**src/design/lbmc_pkg.sv**
```systemverilog
// Shared types, codes and constants for the LED breathing mode controller.
package lbmc_pkg;

  localparam int unsigned ELAPSED_BITS = 17;
  localparam int unsigned INTERVAL_BITS = 16;
  // Width used to compare an elapsed count against an interval.
  localparam int unsigned CMP_BITS =
    (ELAPSED_BITS > INTERVAL_BITS) ? ELAPSED_BITS : INTERVAL_BITS;
  localparam int unsigned FADE_BITS = 10;
  localparam int unsigned CFG_INDEX_BITS = 3;
  localparam int unsigned CFG_DATA_BITS = 16;

  typedef enum logic [2:0] {
    OP_TICK  = 3'd0,
    OP_ON    = 3'd1,
    OP_OFF   = 3'd2,
    OP_BLINK = 3'd3,
    OP_PULSE = 3'd4
  } op_e;

  typedef enum logic [2:0] {
    MODE_IDLE        = 3'd0,
    MODE_ON          = 3'd1,
    MODE_OFF         = 3'd2,
    MODE_BLINK       = 3'd3,
    MODE_BLINK_PULSE = 3'd4,
    MODE_PULSE       = 3'd5
  } mode_e;

  typedef enum logic [CFG_INDEX_BITS-1:0] {
    CFG_HIGH_BRIGHTNESS = 3'd0,
    CFG_LOW_BRIGHTNESS  = 3'd1,
    CFG_FADE_STEP       = 3'd2,
    CFG_BLINK_INTERVAL  = 3'd3,
    CFG_PULSE_INTERVAL  = 3'd4
  } cfg_index_e;

  typedef struct packed {
    logic [2:0] op;
    logic       normal;
  } in_t;

  typedef struct packed {
    logic [7:0] led_level;
    logic       level_written;
    logic [2:0] mode;
  } out_t;

  typedef struct packed {
    logic [7:0]               high_brightness;
    logic [7:0]               low_brightness;
    logic [6:0]               fade_step;
    logic [INTERVAL_BITS-1:0] blink_interval_ms;
    logic [INTERVAL_BITS-1:0] pulse_interval_ms;
  } cfg_t;

  typedef struct packed {
    mode_e                        mode;
    logic signed [FADE_BITS-1:0]  fade_level;
    logic                         fade_down;
    logic [ELAPSED_BITS-1:0]      blink_elapsed;
    logic [ELAPSED_BITS-1:0]      pulse_elapsed;
    logic [7:0]                   pin_level;
  } state_t;

endpackage

```
**src/design/led_breathing_mode_controller.sv**
```systemverilog
// Top level: LED breathing mode controller with config registers and result register.
//
// Usage:
//   Input channel (in_valid_i / in_stall_o / in_data_i) carries one beat per
//   item: a 1 ms tick (op 0) or a command (on, off, timed blink, pulse) with
//   a normal/inverted flag. Every accepted beat yields exactly one result
//   beat on the output channel (out_valid_o / out_stall_i / out_data_o):
//   the LED level, whether this beat wrote it, and the mode afterwards.
//   Latency: the result is registered and appears in the cycle after the input beat is accepted.
//   Throughput: one beat per cycle while the output is not stalled. The whole
//   update (saturating counter increments, interval compares, one fade add and
//   the mode decode) sits between the state registers and the single result register.
//   Stall: the result register holds its beat while out_stall_i is high;
//   in_stall_o rises only when that register is full and stalled, so a new
//   beat is taken in the same cycle the waiting result leaves.
//   Config: cfg_valid_i / cfg_ready_o write one register per beat, index as
//   listed (high, low, step, blink interval, pulse interval); other indexes
//   are dropped. Write only while the block is idle. cfg_ready_o is always 1.
//   Reset (rst_ni low, async): registers take their default values, mode
//   goes idle, counters, fade level and LED level clear, output empties.
module led_breathing_mode_controller (
  input  logic                                 clk_i,
  input  logic                                 rst_ni,
  input  logic                                 in_valid_i,
  output logic                                 in_stall_o,
  input  lbmc_pkg::in_t                        in_data_i,
  output logic                                 out_valid_o,
  input  logic                                 out_stall_i,
  output lbmc_pkg::out_t                       out_data_o,
  input  logic                                 cfg_valid_i,
  output logic                                 cfg_ready_o,
  input  logic [lbmc_pkg::CFG_INDEX_BITS-1:0]  cfg_index_i,
  input  logic [lbmc_pkg::CFG_DATA_BITS-1:0]   cfg_data_i
);

  lbmc_pkg::cfg_t   cfg_q;
  lbmc_pkg::state_t st_q, st_d;
  lbmc_pkg::out_t   res_d, res_q;
  logic             out_valid_q;
  logic             in_acc, out_acc;

  assign cfg_ready_o = 1'b1;
  assign in_stall_o  = out_valid_q & out_stall_i;
  assign in_acc      = in_valid_i & ~in_stall_o;
  assign out_acc     = out_valid_q & ~out_stall_i;
  assign out_valid_o = out_valid_q;
  assign out_data_o  = res_q;

  // configuration register bank
  always_ff @(posedge clk_i or negedge rst_ni) begin
    if (!rst_ni) begin
      cfg_q.high_brightness   <= 8'd255;
      cfg_q.low_brightness    <= 8'd0;
      cfg_q.fade_step         <= 7'd5;
      cfg_q.blink_interval_ms <= 16'd500;
      cfg_q.pulse_interval_ms <= 16'd30;
    end else if (cfg_valid_i && cfg_ready_o) begin
      unique case (lbmc_pkg::cfg_index_e'(cfg_index_i))
        lbmc_pkg::CFG_HIGH_BRIGHTNESS: cfg_q.high_brightness   <= cfg_data_i[7:0];
        lbmc_pkg::CFG_LOW_BRIGHTNESS:  cfg_q.low_brightness    <= cfg_data_i[7:0];
        lbmc_pkg::CFG_FADE_STEP:       cfg_q.fade_step         <= cfg_data_i[6:0];
        lbmc_pkg::CFG_BLINK_INTERVAL:  cfg_q.blink_interval_ms <= cfg_data_i[15:0];
        lbmc_pkg::CFG_PULSE_INTERVAL:  cfg_q.pulse_interval_ms <= cfg_data_i[15:0];
        default: ;
      endcase
    end
  end

  lbmc_step u_step (
    .st_i   (st_q),
    .cfg_i  (cfg_q),
    .item_i (in_data_i),
    .st_o   (st_d),
    .res_o  (res_d)
  );

  // mode state and result valid
  always_ff @(posedge clk_i or negedge rst_ni) begin
    if (!rst_ni) begin
      st_q.mode          <= lbmc_pkg::MODE_IDLE;
      st_q.fade_level    <= '0;
      st_q.fade_down     <= 1'b0;
      st_q.blink_elapsed <= '0;
      st_q.pulse_elapsed <= '0;
      st_q.pin_level     <= '0;
      out_valid_q        <= 1'b0;
    end else begin
      if (in_acc) begin
        st_q <= st_d;
      end
      if (in_acc) begin
        out_valid_q <= 1'b1;
      end else if (out_acc) begin
        out_valid_q <= 1'b0;
      end
    end
  end

  // result payload, no reset needed
  always_ff @(posedge clk_i) begin
    if (in_acc) begin
      res_q <= res_d;
    end
  end

  // every accepted beat leaves a result waiting next cycle
  a_result_follows: assert property (@(posedge clk_i) disable iff (!rst_ni)
    in_acc |=> out_valid_o)
    else $error("no result after accepted beat");

  // the result reports the state that was just stored
  a_result_matches_state: assert property (@(posedge clk_i) disable iff (!rst_ni)
    in_acc |=> (out_data_o.led_level == st_q.pin_level) &&
               (out_data_o.mode == 3'(st_q.mode)))
    else $error("result disagrees with stored state");

  // commands never write the level
  a_command_no_write: assert property (@(posedge clk_i) disable iff (!rst_ni)
    in_acc && (in_data_i.op != 3'(lbmc_pkg::OP_TICK)) |=> !out_data_o.level_written)
    else $error("command wrote the level");

  // stall only when a result is held
  a_stall_only_full: assert property (@(posedge clk_i) disable iff (!rst_ni)
    in_stall_o |-> out_valid_o)
    else $error("input stalled with empty output");

endmodule

```
**src/design/lbmc_step.sv**
```systemverilog
// Next-state and result logic for one tick or command.
module lbmc_step (
  input  lbmc_pkg::state_t st_i,
  input  lbmc_pkg::cfg_t   cfg_i,
  input  lbmc_pkg::in_t    item_i,
  output lbmc_pkg::state_t st_o,
  output lbmc_pkg::out_t   res_o
);

  localparam int unsigned EB = lbmc_pkg::ELAPSED_BITS;
  localparam int unsigned CB = lbmc_pkg::CMP_BITS;
  localparam int unsigned FB = lbmc_pkg::FADE_BITS;

  logic [EB-1:0]         blink_inc, pulse_inc;
  logic                  blink_done, pulse_due;
  logic signed [FB:0]    fade_ext, step_ext, fade_sum;
  logic signed [FB-1:0]  fade_next;
  logic signed [FB:0]    low_ext, high_ext, next_ext;
  logic [7:0]            fade_clamped;
  logic                  wrote;

  // saturating elapsed counters
  assign blink_inc = (&st_i.blink_elapsed) ? st_i.blink_elapsed : st_i.blink_elapsed + 1'b1;
  assign pulse_inc = (&st_i.pulse_elapsed) ? st_i.pulse_elapsed : st_i.pulse_elapsed + 1'b1;

  assign blink_done = CB'(blink_inc) > CB'(cfg_i.blink_interval_ms);
  assign pulse_due  = CB'(pulse_inc) > CB'(cfg_i.pulse_interval_ms);

  // fade update, saturated to the fade register range
  assign fade_ext = {st_i.fade_level[FB-1], st_i.fade_level};
  assign step_ext = signed'({{(FB+1-7){1'b0}}, cfg_i.fade_step});
  assign fade_sum = st_i.fade_down ? fade_ext - step_ext : fade_ext + step_ext;

  always_comb begin
    if (fade_sum < -(signed'((FB+1)'(1)) <<< (FB-1))) begin
      fade_next = {1'b1, {(FB-1){1'b0}}};
    end else if (fade_sum > signed'(((FB+1)'(1) << (FB-1)) - (FB+1)'(1))) begin
      fade_next = {1'b0, {(FB-1){1'b1}}};
    end else begin
      fade_next = fade_sum[FB-1:0];
    end
  end

  assign next_ext = {fade_next[FB-1], fade_next};
  assign low_ext  = signed'({{(FB+1-8){1'b0}}, cfg_i.low_brightness});
  assign high_ext = signed'({{(FB+1-8){1'b0}}, cfg_i.high_brightness});

  // level written is the old fade level, clamped to 0..255
  always_comb begin
    if (st_i.fade_level[FB-1]) begin
      fade_clamped = 8'd0;
    end else if (|st_i.fade_level[FB-2:8]) begin
      fade_clamped = 8'hFF;
    end else begin
      fade_clamped = st_i.fade_level[7:0];
    end
  end

  always_comb begin
    st_o  = st_i;
    wrote = 1'b0;
    unique case (lbmc_pkg::op_e'(item_i.op))
      lbmc_pkg::OP_TICK: begin
        st_o.blink_elapsed = blink_inc;
        st_o.pulse_elapsed = pulse_inc;
        unique case (st_i.mode)
          lbmc_pkg::MODE_ON: begin
            st_o.pin_level = cfg_i.high_brightness;
            wrote          = 1'b1;
            st_o.mode      = lbmc_pkg::MODE_IDLE;
          end
          lbmc_pkg::MODE_OFF: begin
            st_o.pin_level = 8'd0;
            wrote          = 1'b1;
            st_o.mode      = lbmc_pkg::MODE_IDLE;
          end
          lbmc_pkg::MODE_BLINK: begin
            st_o.pin_level = cfg_i.high_brightness;
            wrote          = 1'b1;
            if (blink_done) st_o.mode = lbmc_pkg::MODE_OFF;
          end
          lbmc_pkg::MODE_BLINK_PULSE: begin
            st_o.pin_level = 8'd0;
            wrote          = 1'b1;
            if (blink_done) st_o.mode = lbmc_pkg::MODE_PULSE;
          end
          lbmc_pkg::MODE_PULSE: begin
            if (pulse_due) begin
              st_o.pin_level     = fade_clamped;
              wrote              = 1'b1;
              st_o.fade_level    = fade_next;
              st_o.pulse_elapsed = '0;
              if (next_ext <= low_ext || next_ext >= high_ext) begin
                st_o.fade_down = ~st_i.fade_down;
              end
            end
          end
          default: ;
        endcase
      end
      lbmc_pkg::OP_ON:  st_o.mode = lbmc_pkg::MODE_ON;
      lbmc_pkg::OP_OFF: st_o.mode = lbmc_pkg::MODE_OFF;
      lbmc_pkg::OP_BLINK: begin
        st_o.mode          = item_i.normal ? lbmc_pkg::MODE_BLINK : lbmc_pkg::MODE_BLINK_PULSE;
        st_o.blink_elapsed = '0;
      end
      lbmc_pkg::OP_PULSE: begin
        st_o.mode = item_i.normal ? lbmc_pkg::MODE_PULSE : lbmc_pkg::MODE_OFF;
      end
      default: ;
    endcase
  end

  assign res_o.led_level     = st_o.pin_level;
  assign res_o.level_written = wrote;
  assign res_o.mode          = 3'(st_o.mode);

endmodule
```
**config.mk**
```make
export PLATFORM = sky130hd
export DESIGN_NAME = led_breathing_mode_controller
export DESIGN_NICKNAME = d
export VERILOG_FILES = /design/src/design/lbmc_pkg.sv /design/src/design/led_breathing_mode_controller.sv /design/src/design/lbmc_step.sv
export SDC_FILE = /design/constraint.sdc
export NUM_CORES = 1
export LEC_CHECK = 0
export BUFFER_PORTS_ARGS = -buffer_cell sky130_fd_sc_hd__clkbuf_2
export CORE_MARGIN = 10
export CORE_UTILIZATION = 46
export DETAILED_ROUTE_END_ITERATION = 10
export GPL_ROUTABILITY_DRIVEN = 0
export PLACE_DENSITY = 0.7
export SYNTH_ARGS = -nofsm -noshare
export SYNTH_HDL_FRONTEND = slang
export SYNTH_HIERARCHICAL = 1
export SYNTH_SLANG_ARGS = --single-unit
export TNS_END_PERCENT = 1
```
**constraint.sdc**
```tcl
create_clock -name clk_i -period 5.43 [get_ports clk_i]
set_input_delay 0 -clock clk_i [delete_from_list [all_inputs] [get_ports clk_i]]
set_output_delay 0 -clock clk_i [all_outputs]
set_load 0.02 [all_outputs]
```
==> results of run 1 <==
==> synth_stat cells, drive strengths merged (20+ instances only) <==
cell type / number / area [um^2]
a21oi: 27 / 146.4
buf: 28 / 207.7
dfrtp: 92 / 2302
dfstp: 20 / 525.5
ha: 61 / 763.2
inv: 72 / 270.3
mux2: 113 / 1310
nand2: 62 / 232.7
nand3: 22 / 115.1
nor2: 76 / 285.3
o21ai: 40 / 200.2
xnor2: 26 / 227.7
==> sequential cells by signal (all words and copies together), names as in the netlist <==
register     flops
out_valid_o      1
out_data_o      12
st_q            56
cfg_q           55
==> area by class of cell <==
class / instances / area, um^2 / area share (%)
Inverter: 72 / 270.3 / 2.815
Tap cell: 229 / 286.5 / 2.985
Clock buffer: 19 / 432.9 / 4.510
Clock inverter: 13 / 96.34 / 1.004
Multi-Input combinational cell: 620 / 4852 / 50.55
Sequential cell: 124 / 3188 / 33.21
Timing Repair Buffer: 70 / 473.0 / 4.927
==> cells by family after synthesis <==
| family | count (synthesis) | synth area share [%] |
|---|---|---|
| mux | 117 | 15.74 |
| xor+xnor | 40 | 4.261 |
| fa+ha+maj | 63 | 9.251 |
| flops | 124 | 37.18 |
| simple gates | 239 | 13.75 |
| buf+inv | 119 | 6.406 |
| other cells | 1 | 0.04373 |
| compound gates | 160 | 13.37 |
==> through the flow <==
stage          setup TNS (ns)  total power, mW
2_1_floorplan               0            2.937
3_3_place_gp                0            3.312
3_5_place_dp                0            3.366
4_1_cts                     0            4.433
5_1_grt              -0.02761            4.785
6_report                    0            4.455
==> tightest hold or removal path, cell delays in order <==
cell      delay (ns)
clkbuf_2        0.15
a31oi_1         0.09
o21ai_0         0.11
==> power by group through the flow <==
| stage | Clock, mW | Sequential (mW) | Combinational [mW] |
|---|---|---|---|
| 2_1_floorplan | 0 | 1.34 | 1.60 |
| 3_3_place_gp | 0 | 1.40 | 1.91 |
| 3_5_place_dp | 0 | 1.41 | 1.96 |
| 4_1_cts | 1.04 | 1.39 | 1.99 |
| 5_1_grt | 1.08 | 1.43 | 2.27 |
| 6_report | 1.03 | 1.40 | 2.03 |
==> layer usage <==
metal | up-vias | track usage [%] | routed length (um)
met2 | 159 | 25.35 | 8683
met1 | 3165 | 21.55 | 9323
met4 | 0 | 5.528 | 285
met3 | 23 | 3.207 | 819
li1 | 3162 | - | -
met5 | - | 0 | 0
==> repair_timing <==
item | in CTS | in global routing
endpoints found under the hold margin | 101 | 0
setup buffers | 0 | 1
gates resized for setup | 0 | 2
hold buffers | 19 | 0
setup endpoints to repair | 0 | 1
==> path summary, 6_finish.rpt <==
| check | startpoint | to | slack (ns) | depth (start not counted) |
|---|---|---|---|---|
| max in group asynchronous | rst_ni | st_q[23]$_DFFE_PN0P_ | 4.01 | 3 |
| max | cfg_q[32]$_DFFE_PN1P_ | st_q[42]$_DFFE_PN0P_ | 0.26 | 21 |
| min reg2reg | cfg_q[25]$_DFFE_PN0P_ | cfg_q[25]$_DFFE_PN0P_ | 0.50 | 1 |
| max reg2reg | cfg_q[32]$_DFFE_PN1P_ | st_q[42]$_DFFE_PN0P_ | 0.26 | 21 |
| min | in_data_i[0] | out_data_o[1]$_DFFE_PP_ | 0.06 | 3 |
| min in group asynchronous | rst_ni | st_q[17]$_DFFE_PN0P_ | 0.17 | 2 |
==> qor.txt, run 1 <==
status - complete, no violations
commonest non-fill, non-tap cells in the layout - mux2_2 (103), dfrtp_1 (92), nor2_1 (75)
Setup Crit Path Kind - reg2reg
vias per cell - 5.675
CP bufs+invs - 1
total vias in the final route - 6509
post-synthesis sequential area ratio - 37.18%
Worst-path clk slew - 0.06 ns
Hold Path Class - in2reg
DIE WIDTH - 156.5 um
depth of the CTS H-tree - 4
min setup slack post-route - 0.2617 ns
Die ar. - 24500 um^2
CTS tree - built
clk buf depth - 2
P per Cell Area - 464.1 nW/um^2
std cell rows - 49
Num CTS Buffers - 17
Iter 0 DRT Violations - 554
grt ovf - 0
CP Max Fanout - 8
Unique masters post-synth - 74
Clock Power Share - 23.0%
Int Pwr - 2.683 mW
Post-Route WL - 19110 um
Final Non-Filler Cells - 1147
CORE AREA - 18150 um^2
Tmin final - 5.168 ns
worst skew pair latency - 0.43 ns
Final Skew - 0.007448 ns
Netlist Area Pre-Place - 8574 um^2
crit path capture type - flop
CP startpoint kind - flop
TritonRoute pass-1 iters - 5
starting density of the core - 47.25%
antenna-violating nets left - 0
Worst EP arrival - 5.48 ns
pin slew with the least headroom to its limit - 0.9630 ns
root buf cell - clkbuf_16
vias in the first global route - 6435
slowest stage cell, crit path - dfstp_2
initial antenna violation count - 0
Synth Instances - 863
switch share - 39.79%
largest net degree at the start of global routing - 69
Pins Over Slew Limit - 0
#FFs+latches synth - 124
Post-DP HPWL - 13540 um
Placed Cells - 1095
wire per inst - 16.66 um
NumNets Final - 995
NetSw - 1.773 mW
syn nets - 953
CP top delay family - compound AO/OA/AOI/OAI gates
Ys Warns - 6
drt drc - 0
cell mode on critical path - ha_1
chip height - 156.5 um
Post-synth ARST share - 90.32%
CP cell instances - inv_1, ha_1, a21oi_1, xnor2_1, ha_1, nand3_1, o211ai_1, o221ai_1, xor3_2, and2_1, nor2_1, nor2_1, ha_1, a21oi_1, a21boi_0, o31a_1, o21a_1, o221a_2, a31oi_1, xor2_1, mux2_2
FMAX - 193.5 MHz
Synth Area per Inst - 9.936 um^2
maximum VDD drop - 0.2610 mV
I/O Buffers - 41
clock sinks - 124
Critical Path RT - 5.75 ns
post-layout instance area - 9599 um^2
static leakage - 4.517 nW
Gate power share - 45.7%
first-pass GRT wire length - 32080 um
io pins - 43
most common cell after layout, fill and taps aside - mux2_2
All-Layer GR Usage - 16.07%
Slew HR - 35.80%
Antenna diodes - 0
worst stage delay on the critical path - 0.56 ns
Fillers - 1625
Area growth syn-to-layout - 11.95%
Final Hold Fails - 0
final design utilization - 52.90%
Fin Hold WS - 0.05646 ns
Reg power frac - 31.3%
# Max-Cap Violations - 0
EDFF count, synth - 12
share of cells above drive strength 1 - 26.03%
Final Cycle Share - 95.18%
Top FF cell, synth - dfrtp_1
# setup viols final - 0
Placed Area - 8869 um^2
setup slack after placement - 0.3461 ns
No activity file was read; power rests on OpenSTA's default activity.
==> inputs of run 2 (changes only) <==
Settings changed: ABC_AREA from default to 1.
==> qor.txt, run 2 <==
switch share - 37.93%
NetSw - 1.406 mW
area taken by multi-input logic gates - 4890 um^2
Slew HR - 34.61%
Worst EP arrival - 4.66 ns
maximum VDD drop - 0.2280 mV
drt drc - 0
Reg power frac - 34.2%
antenna-violating nets left - 0
Pins Over Slew Limit - 0
Num CTS Buffers - 17
DIE WIDTH - 159.4 um
Post-synth ARST share - 90.32%
Die ar. - 25400 um^2
pin slew with the least headroom to its limit - 0.9809 ns
crit path capture type - flop
TritonRoute pass-1 iters - 5
Top FF cell, synth - dfrtp_1
post_cts resized - 0
# Max-Cap Violations - 0
Gate power share - 35.7%
CP Max Fanout - 9
I/O Buffers - 41
wire per inst - 14.20 um
Hold Path Class - in2reg
cell mode on critical path - nand2_1
Synth area leader - dfrtp_1
Netlist Area Pre-Place - 8937 um^2
share of Yosys cell area claimed by the top area cell type - 25.76%
Final Non-Filler Cells - 1588
worst skew pair latency - 0.42 ns
Post-Route WL - 22550 um
grt ovf - 0
Antenna diodes - 0
post-synthesis sequential area ratio - 35.67%
Setup TNS - 0 ns
RSZ-0062 raised after global routing - no
syn nets - 1360
starting density of the core - 47.30%
final design utilization - 53.19%
dominant cells by area after synthesis - dfrtp_1 (26%), nand2_1 (21%), ha_1 (8.5%)
initial antenna violation count - 0
Setup Crit Path Kind - reg2reg
FMAX - 229.9 MHz
most common cell in the netlist - nand2_1
min setup slack post-route - 1.081 ns
vias per cell - 5.044
NumNets Final - 1405
CTS tree - built
max reg flops - 56
All-Layer GR Usage - 17.71%
#FFs+latches synth - 124
clock sinks - 124
Synth Instances - 1270
Int Pwr - 2.300 mW
Synth Area per Inst - 7.037 um^2
share of cells above drive strength 1 - 10.62%
EDFF count, synth - 12
Ys Warns - 6
Clock Power Share - 30.1%
P per Cell Area - 368.8 nW/um^2
commonest non-fill, non-tap cells in the layout - nand2_1 (504), inv_1 (157), dfrtp_1 (92)
reg-to-reg slack, setup - 1.08 ns
Final Hold Fails - 0
most common cell after layout, fill and taps aside - nand2_1
CORE AREA - 18890 um^2
Placed Cells - 1535
depth of the CTS H-tree - 4
Post-DP HPWL - 16330 um
first-pass GRT wire length - 37590 um
status - complete, no violations
overall power - 3.706 mW
Critical Path RT - 5.74 ns
Fillers - 1839
commonest cells in the netlist - nand2_1 (505), inv_1 (158), dfrtp_1 (92)
Final Skew - 0.01328 ns
chip height - 159.4 um
clk buf depth - 2
Area growth syn-to-layout - 12.43%
setup slack after placement - 1.175 ns
vias in the first global route - 7636
Unique masters post-synth - 51
Post-CTS Setup Bufs - 0
CP startpoint kind - flop
std cell rows - 50
worst stage delay on the critical path - 0.56 ns
Iter 0 DRT Violations - 451
# setup viols final - 0
total vias in the final route - 8010
static leakage - 5.395 nW
Tmin final - 4.349 ns
largest net degree at the start of global routing - 78
Largest Register - st_q
root buf cell - clkbuf_16
Worst-path clk slew - 0.06 ns
io pins - 43
register area - 3188 um^2
Final Cycle Share - 80.09%
slowest stage cell, crit path - dfstp_2
## run 2: cell count changes after synthesis, moves of 12 or more
cell / previous run / this run
xnor2_1: 26 / 9
nand2_1: 62 / 505
mux2_2: 103 / 0
inv_1: 72 / 158
nor2_1: 76 / 88
o31ai_1: 12 / 0
nand3_1: 21 / 60
clkbuf_1: 19 / 7
and3_1: 13 / 0
## run 2: timing repair
action / in CTS / in global routing
hold buffers: 21 / 0
endpoints found under the setup margin: 0 / 0
endpoints found under the hold margin: 91 / 0
## run 2: power groups by stage
stage | Sequential, mW | Combinational (mW) | Clock [mW]
final | 1.27 | 1.32 | 1.11
after global routing | 1.29 | 1.53 | 1.17
after floorplan | 1.25 | 1.02 | 0
after CTS | 1.27 | 1.32 | 1.13
after global placement | 1.28 | 1.26 | 0
after detailed placement | 1.28 | 1.30 | 0
## run 2: worst max-delay path, delay by kind of cell (launching register included)
kind / cells / cell delay (ns)
AND/OR/NAND/NOR: 22 / 1.91
buffers and inverters: 3 / 0.22
AO/OA/AOI/OAI: 3 / 0.52
adder cells (fa/ha/maj): 3 / 0.94
flip-flops: 1 / 0.56
XOR/XNOR: 1 / 0.10
## run 2: path summary, 6_finish.rpt
kind | from | to | cells after the start
max reg2reg | cfg_q[32]$_DFFE_PN1P_ | st_q[42]$_DFFE_PN0P_ | 32
max | cfg_q[32]$_DFFE_PN1P_ | st_q[42]$_DFFE_PN0P_ | 32
min reg2reg | cfg_q[4]$_DFFE_PN1P_ | cfg_q[4]$_DFFE_PN1P_ | 2
min in group asynchronous | rst_ni | out_valid_o$_DFFE_PN0P_ | 2
min | cfg_valid_i | cfg_q[20]$_DFFE_PN1P_ | 5
max in group asynchronous | rst_ni | st_q[4]$_DFFE_PN0P_ | 3
## run 2: layout make-up
| cell class | count | share of cell area (%) |
|---|---|---|
| multi-input combinational | 941 | 48.66 |
| clock buffer | 18 | 4.271 |
| timing repair buffer | 66 | 4.458 |
| clock inverter | 14 | 1.457 |
| inverter | 165 | 6.189 |
| tap | 260 | 3.237 |
| sequential | 124 | 31.73 |
## run 2: through the flow
stage          hold slack [ns]  cell area [um^2]
2_1_floorplan          -0.2956              8937
3_3_place_gp         -0.005358              9263
3_5_place_dp         0.0002621              9263
4_1_cts                0.03478             10050
5_1_grt                0.05382             10050
6_report               0.04756             10050
## run 2: kinds of logic after synthesis
logic type	count (synthesis)	synth area share, %
other	1	0.04196
adders and majority gates	62	8.764
buffers and inverters	205	9.646
DFF	124	35.67
AOI/OAI and AO/OA	118	8.050
and+or+nand+nor	727	34.59
xor gates and xnor gates	33	3.234
## run 2: per-layer routing
layer / vias up / global-route usage (%) / wire length (um)
met2: 165 / 30.18 / 10940
li1: 4100 / - / -
met1: 3718 / 22.02 / 10310
met3: 27 / 3.382 / 921
met4: 0 / 5.687 / 371
met5: - / 0 / 0
==> inputs of run 3 (changes only) <==
Settings changed: ABC_AREA 1 to 0.
Clock period 5.43 ns to 4.48 ns, I/O delays scaled along.
==> qor.txt, run 3 (synthesized netlist as in run 1, its figures left out) <==
CP top delay family - compound AO/OA/AOI/OAI gates
Worst EP arrival - 4.88 ns
Reg power frac - 26.0%
Setup TNS - -0.09249 ns
status - finished, violations left
critical path depth - 22
root buf cell - clkbuf_16
Hold Path Class - in2reg
CP Capture Point - st_q[42]$_DFFE_PN0P_
FMAX - 218.7 MHz
area taken by multi-input logic gates - 5067 um^2
worst reg2reg path endpoint - st_q[42]$_DFFE_PN0P_
P per Cell Area - 637.8 nW/um^2
CP startpoint kind - flop
initial antenna violation count - 0
post-layout instance area - 10170 um^2
Critical Path RT - 4.78 ns
antenna-violating nets left - 0
Num CTS Buffers - 17
Clock Power Share - 20.1%
Antenna diodes - 0
clock sinks - 124
most common cell after layout, fill and taps aside - mux2_2
final design utilization - 56.03%
switch share - 38.31%
pin slew with the least headroom to its limit - 1.113 ns
violated checks - setup timing
Final Skew - 0.005929 ns
commonest non-fill, non-tap cells in the layout - mux2_2 (102), dfrtp_1 (92), inv_1 (71)
Setup Crit Path Kind - reg2reg
total vias in the final route - 6632
worst skew pair latency - 0.42 ns
# Max-Cap Violations - 0
Post-Route WL - 20090 um
NetSw - 2.484 mW
share of cells above drive strength 1 - 32.64%
Fillers - 1549
Placed Area - 9160 um^2
Fin Hold WS - 0.04923 ns
starting density of the core - 47.25%
max reg flops - 56
CP cell instances - buf_6, nor2_1, a31oi_1, xnor2_1, ha_2, nand3_2, o211ai_1, o221ai_2, xor3_1, buf_6, nor2_4, buf_8, nor2_4, ha_1, nand2b_4, a21oi_2, o31a_1, o21a_1, o221a_4, a31oi_4, xor2_1, mux2_4
grt ovf - 0
Largest Register - st_q
largest net degree at the start of global routing - 73
wire per inst - 16.91 um
# setup viols final - 1
Gate power share - 53.8%
min setup slack post-route - -0.09249 ns
vias in the first global route - 6475
io pins - 43
Final Cycle Share - 102.1%
maximum VDD drop - 0.3456 mV
Post-DP HPWL - 13990 um
Iter 0 DRT Violations - 458
CP bufs+invs - 3
static leakage - 4.785 nW
Die ar. - 24500 um^2
first-pass GRT wire length - 32590 um
TritonRoute pass-1 iters - 5
RSZ-0062 raised after global routing - yes
hold wc startpoint - in_data_i[0]
CTS tree - built
depth of the CTS H-tree - 4
std cell rows - 49
Pins Over Slew Limit - 0
drt drc - 0
worst setup path startpoint - cfg_q[32]$_DFFE_PN1P_
Final Hold Fails - 0
Reg2Reg Depth - 22
clk buf depth - 2
chip height - 156.5 um
CORE AREA - 18150 um^2
NumNets Final - 1036
Area growth syn-to-layout - 18.58%
vias per cell - 5.582
I/O Buffers - 41
DIE WIDTH - 156.5 um
Slew HR - 25.54%
register area - 3188 um^2
crit path capture type - flop
CP Max Fanout - 8
R2R Path Start - cfg_q[32]$_DFFE_PN1P_
All-Layer GR Usage - 16.47%
worst stage delay on the critical path - 0.54 ns
Tmin final - 4.572 ns
Int Pwr - 4.000 mW
slowest stage cell, crit path - dfstp_2
reg-to-reg slack, setup - -0.09 ns
Worst-path clk slew - 0.05 ns
overall power - 6.485 mW
[run 3: worst min path at each step]
stage | to | cells past startpoint
global route | out_data_o[1]$_DFFE_PP_ | 3
finish | out_data_o[1]$_DFFE_PP_ | 3
detailed placement | st_q[17]$_DFFE_PN0P_ | 1
floorplan | cfg_q[0]$_DFFE_PN0P_ | 0
global placement | st_q[17]$_DFFE_PN0P_ | 1
CTS | out_data_o[1]$_DFFE_PP_ | 3
[run 3: routing by layer]
metal	track usage [%]	vias to the layer above	wire (um)
met5	0	-	0
met4	5.843	0	340
met3	3.235	28	719
met2	25.83	153	9274
met1	22.15	3205	9757
li1	-	3246	-
[run 3: power groups by stage]
stage               registers [mW]  logic [mW]  clock network [mW]
detailed placement            1.70        2.84                   0
floorplan                     1.62        2.00                   0
global placement              1.69        2.77                   0
finish                        1.69        3.49                1.31
CTS                           1.68        2.93                1.33
global route                  1.73        3.85                1.38
[run 3: area by class of cell]
cell class | count | area share [%]
clock buffer | 24 | 4.836
clock inverter | 8 | 0.6645
inverter | 72 | 2.658
multi-input combinational | 620 | 49.84
sequential | 124 | 31.36
tap | 229 | 2.818
timing repair buffer | 111 | 7.827
[run 3: through the flow]
stage	worst slack [ns]	std cells
after floorplan	0.01496	863
after global placement	-0.05157	1130
after detailed placement	-0.1050	1130
after CTS	0.01728	1184
after global routing	-0.3137	1188
final	-0.09249	1188
[run 3: tightest hold or removal path: stages]
cell	delay, ns
clkbuf_2	0.14
a31oi_1	0.10
o21ai_0	0.10
[run 3: repair_timing]
item / CTS / global route
endpoints found under the hold margin: 116 / 0
setup endpoints to repair: 2 / 23
gates resized for setup: 7 / 39
hold buffers: 19 / 0
pin swaps: 7 / 18
setup buffers: 3 / 4
